===== src/hdl/dap_pkg.sv =====
package dap_pkg;

  // Width of the signed result and of the magnitude kept while parsing
  localparam int ACC_WIDTH = 64;
  localparam int MAG_W = ACC_WIDTH - 1;

  // Fraction digits: register width and the largest scale supported
  localparam int MINOR_W = 2;
  localparam int MAX_MINOR_DIGITS = 3;
  localparam logic [MINOR_W-1:0] MINOR_RESET = 2'd2;

  // Scale factor 10^n for n up to 3 fits ten bits
  localparam int SCALE_W = 10;

  // Token queue between front and back
  localparam int QUEUE_DEPTH = 4;
  localparam int QPTR_W = $clog2(QUEUE_DEPTH);
  localparam int QCNT_W = $clog2(QUEUE_DEPTH + 1);

  // Characters of interest
  localparam logic [7:0] CH_TAB = 8'h09;
  localparam logic [7:0] CH_CR = 8'h0D;
  localparam logic [7:0] CH_SPACE = 8'h20;
  localparam logic [7:0] CH_DOLLAR = 8'h24;
  localparam logic [7:0] CH_PLUS = 8'h2B;
  localparam logic [7:0] CH_COMMA = 8'h2C;
  localparam logic [7:0] CH_MINUS = 8'h2D;
  localparam logic [7:0] CH_POINT = 8'h2E;
  localparam logic [7:0] CH_ZERO = 8'h30;
  localparam logic [7:0] CH_NINE = 8'h39;

  typedef enum logic [2:0] {
    TOK_SKIP,
    TOK_PLUS,
    TOK_MINUS,
    TOK_DIGIT,
    TOK_POINT,
    TOK_OTHER
  } tok_kind_e;

  typedef enum logic [1:0] {
    PH_START,
    PH_WHOLE,
    PH_FRAC
  } phase_e;

  typedef struct packed {
    tok_kind_e  kind;
    logic [3:0] digit;
    logic       last;
  } token_t;

  // Ten to the power n for the zero padding of missing fraction digits
  function automatic logic [SCALE_W-1:0] pow10_scale(input logic [MINOR_W-1:0] n);
    logic [SCALE_W-1:0] s;
    case (n)
      2'd0: s = 10'd1;
      2'd1: s = 10'd10;
      2'd2: s = 10'd100;
      default: s = 10'd1000;
    endcase
    return s;
  endfunction

endpackage


===== src/hdl/decimal_amount_parser_core.sv =====
// Decimal amount parser: one ASCII byte per cycle in while full is low, one
// signed amount in minor units out per string.
// Input channel: a byte and its last flag are transferred on a rising edge
// with push high and full low. Skipped bytes (whitespace, '$', ',') that do
// not close a string are dropped straight away; the rest enter a four-entry
// token queue.
// Result channel: while empty is low, valid_res_o and amount_o show the
// oldest result; it is transferred on an edge with pop high and empty low.
// Each string gives exactly one result, on its last byte.
// Throughput is one byte per cycle while results are popped: the accumulator
// takes one digit each cycle, and scaling and sign run in two stages behind
// it, then the output register; empty goes low once the result reaches it.
// When pop stays low the result stages fill, then the token queue, and full
// rises; nothing is lost.
// Configuration: cfg_minor_digits_i is written on an edge with cfg_valid_i
// high; cfg_ready_o is always high. Write it only while the block is idle.
// Reset clears the parser, empties all stages and sets minor digits to 2.
module decimal_amount_parser_core
  import dap_pkg::*;
(
  input  logic                 clk_i,
  input  logic                 rst_ni,
  input  logic                 cfg_valid_i,
  output logic                 cfg_ready_o,
  input  logic [MINOR_W-1:0]   cfg_minor_digits_i,
  input  logic                 push,
  output logic                 full,
  input  logic [7:0]           character_i,
  input  logic                 last_i,
  output logic                 empty,
  input  logic                 pop,
  output logic                 valid_res_o,
  output logic [ACC_WIDTH-1:0] amount_o
);

  logic [MINOR_W-1:0] minor_digits_q;
  logic               q_wr, q_rd, q_valid, q_full;
  token_t             wr_tok, rd_tok;

  assign cfg_ready_o = 1'b1;
  assign full = q_full;

  // Hold the scale register
  always_ff @(posedge clk_i or negedge rst_ni) begin
    if (!rst_ni) begin
      minor_digits_q <= MINOR_RESET;
    end else if (cfg_valid_i && cfg_ready_o) begin
      minor_digits_q <= cfg_minor_digits_i;
    end
  end

  dap_front u_front (
    .push_i      (push),
    .q_full_i    (q_full),
    .character_i (character_i),
    .last_i      (last_i),
    .wr_o        (q_wr),
    .tok_o       (wr_tok)
  );

  dap_queue u_queue (
    .clk_i    (clk_i),
    .rst_ni   (rst_ni),
    .wr_i     (q_wr),
    .wr_tok_i (wr_tok),
    .rd_i     (q_rd),
    .valid_o  (q_valid),
    .rd_tok_o (rd_tok),
    .full_o   (q_full)
  );

  dap_back u_back (
    .clk_i          (clk_i),
    .rst_ni         (rst_ni),
    .minor_digits_i (minor_digits_q),
    .tok_valid_i    (q_valid),
    .tok_i          (rd_tok),
    .tok_rd_o       (q_rd),
    .empty_o        (empty),
    .pop_i          (pop),
    .valid_res_o    (valid_res_o),
    .amount_o       (amount_o)
  );

endmodule


===== src/hdl/dap_front.sv =====
module dap_front
  import dap_pkg::*;
(
  input  logic       push_i,
  input  logic       q_full_i,
  input  logic [7:0] character_i,
  input  logic       last_i,
  output logic       wr_o,
  output token_t     tok_o
);

  tok_kind_e kind;

  // Classify the byte
  always_comb begin
    if (character_i == CH_SPACE || (character_i >= CH_TAB && character_i <= CH_CR) ||
        character_i == CH_DOLLAR || character_i == CH_COMMA) begin
      kind = TOK_SKIP;
    end else if (character_i == CH_PLUS) begin
      kind = TOK_PLUS;
    end else if (character_i == CH_MINUS) begin
      kind = TOK_MINUS;
    end else if (character_i >= CH_ZERO && character_i <= CH_NINE) begin
      kind = TOK_DIGIT;
    end else if (character_i == CH_POINT) begin
      kind = TOK_POINT;
    end else begin
      kind = TOK_OTHER;
    end
  end

  assign tok_o.kind = kind;
  assign tok_o.digit = character_i[3:0];
  assign tok_o.last = last_i;

  // Drop skipped bytes unless they close the string
  assign wr_o = push_i && !q_full_i && !(kind == TOK_SKIP && !last_i);

endmodule


===== src/hdl/dap_queue.sv =====
module dap_queue
  import dap_pkg::*;
(
  input  logic   clk_i,
  input  logic   rst_ni,
  input  logic   wr_i,
  input  token_t wr_tok_i,
  input  logic   rd_i,
  output logic   valid_o,
  output token_t rd_tok_o,
  output logic   full_o
);

  token_t             entries_q [QUEUE_DEPTH];
  logic [QPTR_W-1:0]  wptr_q, wptr_d;
  logic [QPTR_W-1:0]  rptr_q, rptr_d;
  logic [QCNT_W-1:0]  cnt_q, cnt_d;

  assign valid_o = (cnt_q != '0);
  assign full_o = (cnt_q == QCNT_W'(QUEUE_DEPTH));
  assign rd_tok_o = entries_q[rptr_q];

  // Advance pointers and fill count
  always_comb begin
    wptr_d = wr_i ? wptr_q + QPTR_W'(1) : wptr_q;
    rptr_d = rd_i ? rptr_q + QPTR_W'(1) : rptr_q;
    cnt_d = cnt_q;
    if (wr_i && !rd_i) begin
      cnt_d = cnt_q + QCNT_W'(1);
    end else if (rd_i && !wr_i) begin
      cnt_d = cnt_q - QCNT_W'(1);
    end
  end

  always_ff @(posedge clk_i or negedge rst_ni) begin
    if (!rst_ni) begin
      wptr_q <= '0;
      rptr_q <= '0;
      cnt_q <= '0;
    end else begin
      wptr_q <= wptr_d;
      rptr_q <= rptr_d;
      cnt_q <= cnt_d;
    end
  end

  // Store a token
  always_ff @(posedge clk_i) begin
    if (wr_i) begin
      entries_q[wptr_q] <= wr_tok_i;
    end
  end

`ifndef SYNTH
  a_cnt_bound: assert property (@(posedge clk_i) disable iff (!rst_ni)
    cnt_q <= QCNT_W'(QUEUE_DEPTH))
    else $error("token queue count beyond depth");
  a_no_wr_full: assert property (@(posedge clk_i) disable iff (!rst_ni)
    wr_i |-> !full_o || rd_i)
    else $error("token queue written while full");
  a_no_rd_empty: assert property (@(posedge clk_i) disable iff (!rst_ni)
    rd_i |-> valid_o)
    else $error("token queue read while empty");
  a_cnt_up: assert property (@(posedge clk_i) disable iff (!rst_ni)
    wr_i && !rd_i |=> cnt_q == $past(cnt_q) + QCNT_W'(1))
    else $error("token queue count did not rise");
`endif

endmodule


===== src/hdl/dap_back.sv =====
module dap_back
  import dap_pkg::*;
(
  input  logic                 clk_i,
  input  logic                 rst_ni,
  input  logic [MINOR_W-1:0]   minor_digits_i,
  input  logic                 tok_valid_i,
  input  token_t               tok_i,
  output logic                 tok_rd_o,
  output logic                 empty_o,
  input  logic                 pop_i,
  output logic                 valid_res_o,
  output logic [ACC_WIDTH-1:0] amount_o
);

  // String state
  phase_e             phase_q, phase_d;
  logic               neg_q, neg_d;
  logic               digit_q, digit_d;
  logic [MINOR_W-1:0] frac_q, frac_d;
  logic               bad_q, bad_d;
  logic               ovf_q, ovf_d;
  logic [MAG_W-1:0]   acc_q, acc_d;

  phase_e             eff_phase;
  logic [MAG_W+3:0]   acc_ext;
  logic [MAG_W+3:0]   push_sum;

  // Scale stage
  logic               b_v_q;
  logic [MAG_W-1:0]   b_mag_q;
  logic [MINOR_W-1:0] b_pad_q;
  logic               b_neg_q;
  logic               b_ok_q;
  logic [MAG_W+SCALE_W-1:0] prod;

  // Sign stage
  logic               c_v_q;
  logic [MAG_W-1:0]   c_mag_q;
  logic               c_neg_q;
  logic               c_ok_q;
  logic [ACC_WIDTH-1:0] c_amount;

  // Output register
  logic               out_v_q;

  logic out_ready, c_ready, b_ready, finish, scale_ok;

  assign out_ready = !out_v_q || pop_i;
  assign c_ready = !c_v_q || out_ready;
  assign b_ready = !b_v_q || c_ready;
  assign tok_rd_o = tok_valid_i && (!tok_i.last || b_ready);
  assign finish = tok_rd_o && tok_i.last;
  assign empty_o = !out_v_q;
  assign scale_ok = (32'(minor_digits_i) <= MAX_MINOR_DIGITS);

  // Multiply-accumulate by ten for one digit
  assign acc_ext = {4'b0, acc_q};
  assign push_sum = (acc_ext << 3) + (acc_ext << 1) + {{MAG_W{1'b0}}, tok_i.digit};

  // Step the string state for one token
  always_comb begin
    phase_d = phase_q;
    neg_d = neg_q;
    digit_d = digit_q;
    frac_d = frac_q;
    bad_d = bad_q;
    ovf_d = ovf_q;
    acc_d = acc_q;
    eff_phase = (phase_q == PH_START) ? PH_WHOLE : phase_q;
    case (tok_i.kind)
      TOK_SKIP: begin
      end
      TOK_PLUS, TOK_MINUS: begin
        phase_d = PH_WHOLE;
        if (phase_q == PH_START) begin
          neg_d = (tok_i.kind == TOK_MINUS);
        end else begin
          bad_d = 1'b1;
        end
      end
      TOK_DIGIT: begin
        phase_d = eff_phase;
        if (eff_phase == PH_FRAC && frac_q >= minor_digits_i) begin
          bad_d = 1'b1;
        end else begin
          if (eff_phase == PH_FRAC) begin
            frac_d = frac_q + MINOR_W'(1);
          end
          digit_d = 1'b1;
          if (!ovf_q) begin
            if (push_sum[MAG_W+3:MAG_W] != '0) begin
              ovf_d = 1'b1;
            end else begin
              acc_d = push_sum[MAG_W-1:0];
            end
          end
        end
      end
      TOK_POINT: begin
        if (eff_phase == PH_FRAC) begin
          bad_d = 1'b1;
        end else begin
          phase_d = PH_FRAC;
        end
      end
      default: begin
        phase_d = eff_phase;
        bad_d = 1'b1;
      end
    endcase
  end

  // Hold string state; clear it when the last byte is taken
  always_ff @(posedge clk_i or negedge rst_ni) begin
    if (!rst_ni) begin
      phase_q <= PH_START;
      neg_q <= 1'b0;
      digit_q <= 1'b0;
      frac_q <= '0;
      bad_q <= 1'b0;
      ovf_q <= 1'b0;
      acc_q <= '0;
    end else if (finish) begin
      phase_q <= PH_START;
      neg_q <= 1'b0;
      digit_q <= 1'b0;
      frac_q <= '0;
      bad_q <= 1'b0;
      ovf_q <= 1'b0;
      acc_q <= '0;
    end else if (tok_rd_o) begin
      phase_q <= phase_d;
      neg_q <= neg_d;
      digit_q <= digit_d;
      frac_q <= frac_d;
      bad_q <= bad_d;
      ovf_q <= ovf_d;
      acc_q <= acc_d;
    end
  end

  // Capture the finished string for scaling
  always_ff @(posedge clk_i or negedge rst_ni) begin
    if (!rst_ni) begin
      b_v_q <= 1'b0;
    end else if (b_ready) begin
      b_v_q <= finish;
    end
  end

  always_ff @(posedge clk_i) begin
    if (finish) begin
      b_mag_q <= acc_d;
      b_pad_q <= minor_digits_i - frac_d;
      b_neg_q <= neg_d;
      b_ok_q <= !bad_d && digit_d && !ovf_d && scale_ok;
    end
  end

  // Pad missing fraction digits with zeros
  assign prod = (MAG_W+SCALE_W)'(b_mag_q) * (MAG_W+SCALE_W)'(pow10_scale(b_pad_q));

  always_ff @(posedge clk_i or negedge rst_ni) begin
    if (!rst_ni) begin
      c_v_q <= 1'b0;
    end else if (c_ready) begin
      c_v_q <= b_v_q;
    end
  end

  always_ff @(posedge clk_i) begin
    if (c_ready && b_v_q) begin
      c_mag_q <= prod[MAG_W-1:0];
      c_neg_q <= b_neg_q;
      c_ok_q <= b_ok_q && (prod[MAG_W+SCALE_W-1:MAG_W] == '0);
    end
  end

  // Apply sign, force zero when invalid
  always_comb begin
    if (!c_ok_q) begin
      c_amount = '0;
    end else if (c_neg_q) begin
      c_amount = '0 - {1'b0, c_mag_q};
    end else begin
      c_amount = {1'b0, c_mag_q};
    end
  end

  always_ff @(posedge clk_i or negedge rst_ni) begin
    if (!rst_ni) begin
      out_v_q <= 1'b0;
    end else if (out_ready) begin
      out_v_q <= c_v_q;
    end
  end

  always_ff @(posedge clk_i) begin
    if (out_ready && c_v_q) begin
      valid_res_o <= c_ok_q;
      amount_o <= c_amount;
    end
  end

`ifndef SYNTH
  a_no_take_blocked: assert property (@(posedge clk_i) disable iff (!rst_ni)
    finish |-> b_ready)
    else $error("last token taken while scale stage blocked");
  a_clear_after_last: assert property (@(posedge clk_i) disable iff (!rst_ni)
    finish |=> phase_q == PH_START && acc_q == '0 && !bad_q)
    else $error("string state not cleared after last token");
  a_out_hold: assert property (@(posedge clk_i) disable iff (!rst_ni)
    out_v_q && !pop_i |=> out_v_q && $stable(amount_o) && $stable(valid_res_o))
    else $error("waiting result changed");
  a_invalid_zero: assert property (@(posedge clk_i) disable iff (!rst_ni)
    out_v_q && !valid_res_o |-> amount_o == '0)
    else $error("invalid result carries a non-zero amount");
`endif

endmodule

===== config.mk =====
export PLATFORM = sky130hd
export DESIGN_NAME = decimal_amount_parser_core
export DESIGN_NICKNAME = d
export VERILOG_FILES = /design/src/hdl/dap_pkg.sv /design/src/hdl/decimal_amount_parser_core.sv /design/src/hdl/dap_front.sv /design/src/hdl/dap_queue.sv /design/src/hdl/dap_back.sv
export SDC_FILE = /design/constraint.sdc
export NUM_CORES = 2
export LEC_CHECK = 0
export BUFFER_PORTS_ARGS = -buffer_cell sky130_fd_sc_hd__buf_2
export CORE_ASPECT_RATIO = 0.9
export CORE_UTILIZATION = 55
export CTS_BUF_LIST = sky130_fd_sc_hd__clkbuf_16
export CTS_CLUSTER_SIZE = 28
export DETAILED_ROUTE_END_ITERATION = 12
export GPL_ROUTABILITY_DRIVEN = 1
export PLACE_DENSITY = 0.79
export SLEW_MARGIN = 20
export SYNTH_ARGS = -nofsm -noshare
export SYNTH_HDL_FRONTEND = slang
export SYNTH_SLANG_ARGS = --single-unit
export TNS_END_PERCENT = 100

===== constraint.sdc =====
create_clock -name clk_i -period 17.1 [get_ports clk_i]
set_clock_uncertainty 0.15 [all_clocks]
set_input_delay 3.42 -clock clk_i [delete_from_list [all_inputs] [get_ports clk_i]]
set_output_delay 3.42 -clock clk_i [all_outputs]
set_load 0.005 [all_outputs]

Word level (Yosys, flattened, before mapping)
Memory sizes are Yosys's and may differ from the RTL's.
Cells that the tools add are included.
{ "totals": {"register_bits": 280, "ram_bits": 32, "out_inout_bits": 68, "elab_cells": 148, "mem_count": 1} }
{ "classes": {"n_addsub": 9, "mul": 1, "magnitude_cmp": 5, "n_eq_ne": 16, "n_mux": 47, "n_reduce_logical": 45} }
{ "memory_table": {"columns": ["name", "depth", "word_bits", "rd", "rd_ports_with_merged_regs", "write_ports", "line_no", "source"], "rows": [
  ["u_queue.entries_q", 4, 8, 1, 0, 1, "dap_queue.sv:14", "token_t entries_q [QUEUE_DEPTH];"]
]} }
{ "ops": {"columns": ["cell", "n"], "rows": [
  ["63-bit two-way mux", 7],
  ["63-bit by 10-bit multiplier with 73-bit output", 1],
  ["66-bit by 64-bit adder with 67-bit output", 1],
  ["67-bit by 4-bit adder with 67-bit output", 1],
  ["1-bit by 63-bit subtractor with 64-bit output (first input constant)", 1],
  ["8-bit by 6-bit equality test with 1-bit output (second input constant)", 6],
  ["10-bit one-hot mux with 3 select lines", 1],
  ["1-bit two-way mux", 22],
  ["2-bit two-way mux", 9],
  ["3-bit two-way mux", 6],
  ["1-bit logical AND", 15],
  ["1-bit zero test", 11],
  ["10-bit zero test", 1],
  ["8-bit by 4-bit greater-or-equal comparator with 1-bit output (second input constant)", 1],
  ["8-bit by 6-bit greater-or-equal comparator with 1-bit output (second input constant)", 1],
  ["8-bit by 4-bit <= comparator with 1-bit output (second input constant)", 1],
  ["8-bit by 6-bit <= comparator with 1-bit output (second input constant)", 1],
  ["1-bit logical OR", 7],
  ["2-bit by 1-bit adder with 2-bit output (second input constant)", 3],
  ["3-bit by 2-bit equality test with 1-bit output (second input constant)", 2],
  ["3-bit equality test (second input constant)", 2],
  ["3-bit zero test", 2],
  ["2-bit one-hot mux with 3 select lines", 1],
  ["2-bit equality test (second input constant)", 2],
  ["other kinds (16)", 18]
]} }

Depth between registers and ports, before layout
{ "depth": {"word_depth": 14, "mapped_depth": 28, "depth_no_buf": 24} }

By module
A second synthesis with hierarchy kept.
{ "hier_totals": {"hier_cells": 3786, "area_unflattened_um2": 36078.4} }
{ "modules_own_cells": {"columns": ["mod", "instances", "cells_each", "area_per_inst_um2", "seq_area_each_um2"], "rows": [
  ["dap_back", 1, 3663, 34179.0, 7767.4],
  ["dap_queue", 1, 76, 1549.0, 1136.1],
  ["dap_front", 1, 41, 265.3, 0.0],
  ["decimal_amount_parser_core", 1, 6, 85.1, 51.3]
]} }

Worst setup path before layout
OpenSTA, ideal clock, no wires.
{ "synth_timing": {"kind": "input -> register", "startpoint": "input pop", "endpoint": "register u_back.c_mag_q[0], enable pin", "arrival_ps": 8242, "path_slack_ps": 8120, "stages": 2, "n_path_buf": 0, "path_cell_list": "nor2_1 -> a21boi_0"} }
{ "synth_via": {"elab_chain_cells": 3} }
{ "synth_rtl": {"columns": ["item", "line_no", "source"], "rows": [
  ["from (decl)", "decimal_amount_parser_core.sv:31", "input logic pop,"],
  ["1-bit logical OR", "dap_back.sv:49", "assign out_ready = !out_v_q || pop_i;"],
  ["1-bit logical OR", "dap_back.sv:50", "assign c_ready = !c_v_q || out_ready;"],
  ["1-bit logical AND", "dap_back.sv:173", "if (c_ready && b_v_q) begin"],
  ["to (signal assigned)", "dap_back.sv:174", "c_mag_q <= prod[MAG_W-1:0];"],
  ["to (decl)", "dap_back.sv:39", "logic [MAG_W-1:0] c_mag_q;"]
]} }
Every way passes these cells.
A chain may end at the register's enable or synchronous reset.

Final worst setup path
{ "layout_timing": {"startpoint": "register u_back.b_pad_q[1]", "endpoint": "register u_back.c_ok_q, data pin"} }
{ "layout_via": {"elab_chain_cells": 5} }
{ "layout_rtl": {"columns": ["item", "line_no", "source"], "rows": [
  ["from (decl)", "dap_back.sv:32", "logic [MINOR_W-1:0] b_pad_q;"],
  ["from (signal assigned)", "dap_back.sv:155", "b_pad_q <= minor_digits_i - frac_d;"],
  ["2-bit equality test, or another cell as far along", "dap_pkg.sv:56", "case (n)"],
  ["10-bit one-hot mux with 3 select lines (*)", "dap_pkg.sv:56", null],
  ["63-bit by 10-bit multiplier with 73-bit output (*)", "dap_back.sv:162", "assign prod = (MAG_W+SCALE_W)'(b_mag_q) * (MAG_W+SCALE_W)'(pow10_scale(b_pad_q));"],
  ["10-bit zero test (*)", "dap_back.sv:176", "c_ok_q <= b_ok_q && (prod[MAG_W+SCALE_W-1:MAG_W] == '0);"],
  ["1-bit logical AND (*)", "dap_back.sv:176", null],
  ["to (signal assigned)", "dap_back.sv:176", null],
  ["to (decl)", "dap_back.sv:41", "logic c_ok_q;"]
]} }
Every way passes the cells marked *; elsewhere a longest branch is shown, timed or not.

==> results_dict.tcl <==
set metrics [dict create \
    wl_met3_um 5810 \
    cts_max_level 2 \
    arrival_ps 8700 \
    routed_wl_um 78900 \
    grt_setup_unrepaired "false" \
    die_h_um 244 \
    grt_pass1_vias 26100 \
    io_pins 84 \
    vias 26300 \
    start_util_pct 55.7 \
    routed_wire_length_per_instance_um 17.1 \
    wl_met2_um 34200 \
    yosys_warnings 0 \
    synth_commonest_cells "inv_1 (481), nand2_1 (409), fa_1 (389)" \
    num_antenna_cells 0 \
    drt_pass1_iterations 5 \
    cap_violations 0 \
    crit_fanout 58 \
    clk_pin_slew_worst_paths_ps 60 \
    viasPerCell 5.70 \
    post_cts_buffers 0 \
    crit_chain "buf_4 > nor2b_4 > buf_4 > nand2_1 > fa_1 > inv_1 > fa_1 > fa_1 > fa_1 > inv_1 > fa_1 > inv_1 > ha_1 > and4_1 > and2_0 > a22oi_1 > o21ai_0 > a31oi_1 > o31ai_1 > a41oi_1 > o21ai_0 > mux2i_1 > nor4b_1 > a2111oi_0" \
    drtAntennaViolNets 0 \
    slew_headroom_pct 34.4 \
    cts_buffers 34 \
    yosysTopAreaCellShare_pct 21.8 \
    wl_met1_um 37300 \
    setup_viol 0 \
    report.final.slew_viol_count 0 \
    gp_congestion 0.941 \
    fin_crit_sh_pct 50.1 \
    fin_util_pct 59.0 \
    cts_sinks 312 \
    synth_area_leaders "fa_1 (22%), edfxtp_1 (19%), ha_1 (11%)" \
    grt_max_degree 100 \
    syn_area_um2 35700 \
    die_area_um2 66000 \
    dp_hpwl_um 63800 \
    hold_buffers 0 \
    critPathBufInv 5 \
    io_buffers 82 \
    max_stage_delay_ps 550 \
    synth-edff-count 229 \
    coreArea_um2 64200 \
    whs_path_depth 2 \
    antenna_found_initial 0 \
    status "finished clean" \
    area_growth_pct 5.87 \
    hold_viol_final 0 \
    cts_root_buf "clkbuf_16" \
    reg2reg_to "u_back.c_ok_q" \
    nNetsFinal 4452 \
    holdPathEnd "u_back.digit_q" \
    routed.top_layer "met4" \
    critPathMostFrequentCell "fa_1" \
    cts_resized 0 \
    rrSetupSlack_ps 8540 \
    drc 0 \
    synth-async-reset-ratio_pct 26.6 \
    cpLargestDelayFamily "adder cells" \
    track_usage_pct 24.3 \
    cp.required_ps 17240 \
    yosysTopAreaCell "fa_1" \
    end_kind "register" \
    timing.fmax_ghz 0.117 \
    drive_gt1_share_pct 6.33 \
    clockBufferDepth 3 \
    tightest_slew_ps 981 \
    startpoint_type "register" \
    tns_ps 0 \
    fin_hold_ws_ps 349 \
    synth_cell_types 77 \
    clk_latency_ps 560 \
    reg2reg_depth 24 \
    yosysMostFrequentCell "inv_1" \
    yosysSeqAreaShare_pct 25.1 \
    netlist_instances 3774 \
    grt.overflow.total 0 \
    hp-class "register to register" \
    synth-main-ff-cell "edfxtp_1" \
    synth_nets 4491 \
    min_period_ps 8560 \
    die_x_um 271 \
    cts_tree "built" \
    cp_slowest_cell "buf_4" \
    ys_seq_elements 312 \
    num_rows 88 \
    drtIter0Drc 2226 \
    crit_type "register to register" \
    syn_avg_cell_area_um2 9.47 \
    grt_pass1_wl_um 132000 \
    reg2reg_from "u_back.b_pad_q[1]" \
    hp-start "u_back.digit_q" \
]
==> per-stage QoR <==
stage	cells	setup WS (ps)	cell area (um2)
after floorplan	3774	8120	35700
after global placement	4554	8900	36800
after detailed placement	4554	8570	36800
after CTS	4616	8540	37800
after global routing	4616	8080	37800
final	4616	8540	37800
==> cell families (layout without fill, tap and decap cells) <==
| group | after synthesis | count (layout) | synth area share [%] |
|---|---|---|---|
| flip-flops | 312 | 312 | 25.1 |
| multiplexers | 30 | 30 | 1.17 |
| other | 1 | 1 | 0.0105 |
| AND/OR/NAND/NOR | 1064 | 1064 | 14.6 |
| adder cells (fa/ha/maj) | 701 | 701 | 32.7 |
| buffers and inverters | 658 | 645 | 6.93 |
| AO/OA/AOI/OAI | 758 | 758 | 13.4 |
| XOR/XNOR | 250 | 250 | 6.13 |
==> layout make-up <==
cell class              count  area (um2)
multi-input cells        2804       24400
inverters                 481        1810
fillers                  5450       26400
repair buffers            102         563
flip-flops and latches    312        8950
well taps                 855        1070
clock buffers              35         876
clock inverters            27         200
==> worst min-delay path, cell delays in order (launching register included) <==
cell	delay, ps
dfrtp_1	340
a21oi_1	40
nor2_1	70
==> sequential cells by signal (all words and copies together) (netlist names), 2 cells and up <==
name,count
minor_digits_q,2
u_back.acc_q,63
u_back.amount_o,64
u_back.b_mag_q,63
u_back.b_pad_q,2
u_back.c_mag_q,63
u_back.frac_q,2
u_back.phase_q,2
u_queue.cnt_q,3
u_queue.entries_q,32
u_queue.rptr_q,2
u_queue.wptr_q,2
==> layout by cell type (no fill, tap or decap), types with 15 or more instances in the layout <==
master,instances
edfxtp_1,229
o21ai_0,213
and3_1,36
a211oi_1,15
or2_2,41
clkbuf_16,35
xor2_1,75
and2_1,172
buf_2,81
a21o_1,66
ha_1,312
nand4_1,40
a22o_1,16
buf_4,21
nand3_1,46
a21oi_1,210
o211ai_1,15
dfrtp_1,82
o21a_1,17
o2bb2ai_1,49
o21bai_1,32
fa_1,389
nand2b_1,28
nor2b_1,21
xnor2_1,175
nand2_1,408
or3_1,23
inv_1,490
nor2_1,161
o31ai_1,26
nor3_1,35
==> how the worst max path moves through the flow <==
stage                           start                 to  slack, ps  depth (start not counted)
CTS                 u_back.b_pad_q[1]      u_back.c_ok_q       8540                         24
global route        u_back.b_pad_q[1]      u_back.c_ok_q       8080                         24
finish              u_back.b_pad_q[1]      u_back.c_ok_q       8540                         24
floorplan                         pop  u_back.c_mag_q[0]       8120                          2
global placement    u_back.b_pad_q[1]      u_back.c_ok_q       8900                         24
detailed placement  u_back.b_pad_q[1]      u_back.c_ok_q       8570                         24
==> routing by layer <==
layer / GRT usage (%) / up-vias
li1: - / 12600
met1: 35.6 / 12700
met2: 37.1 / 898
met3: 4.65 / 101
met4: 5.75 / 0
met5: 0 / -
Power is left out: the tool's default activity adds up to more than one toggle a clock period on the data nets, which glitch-free logic cannot reach.
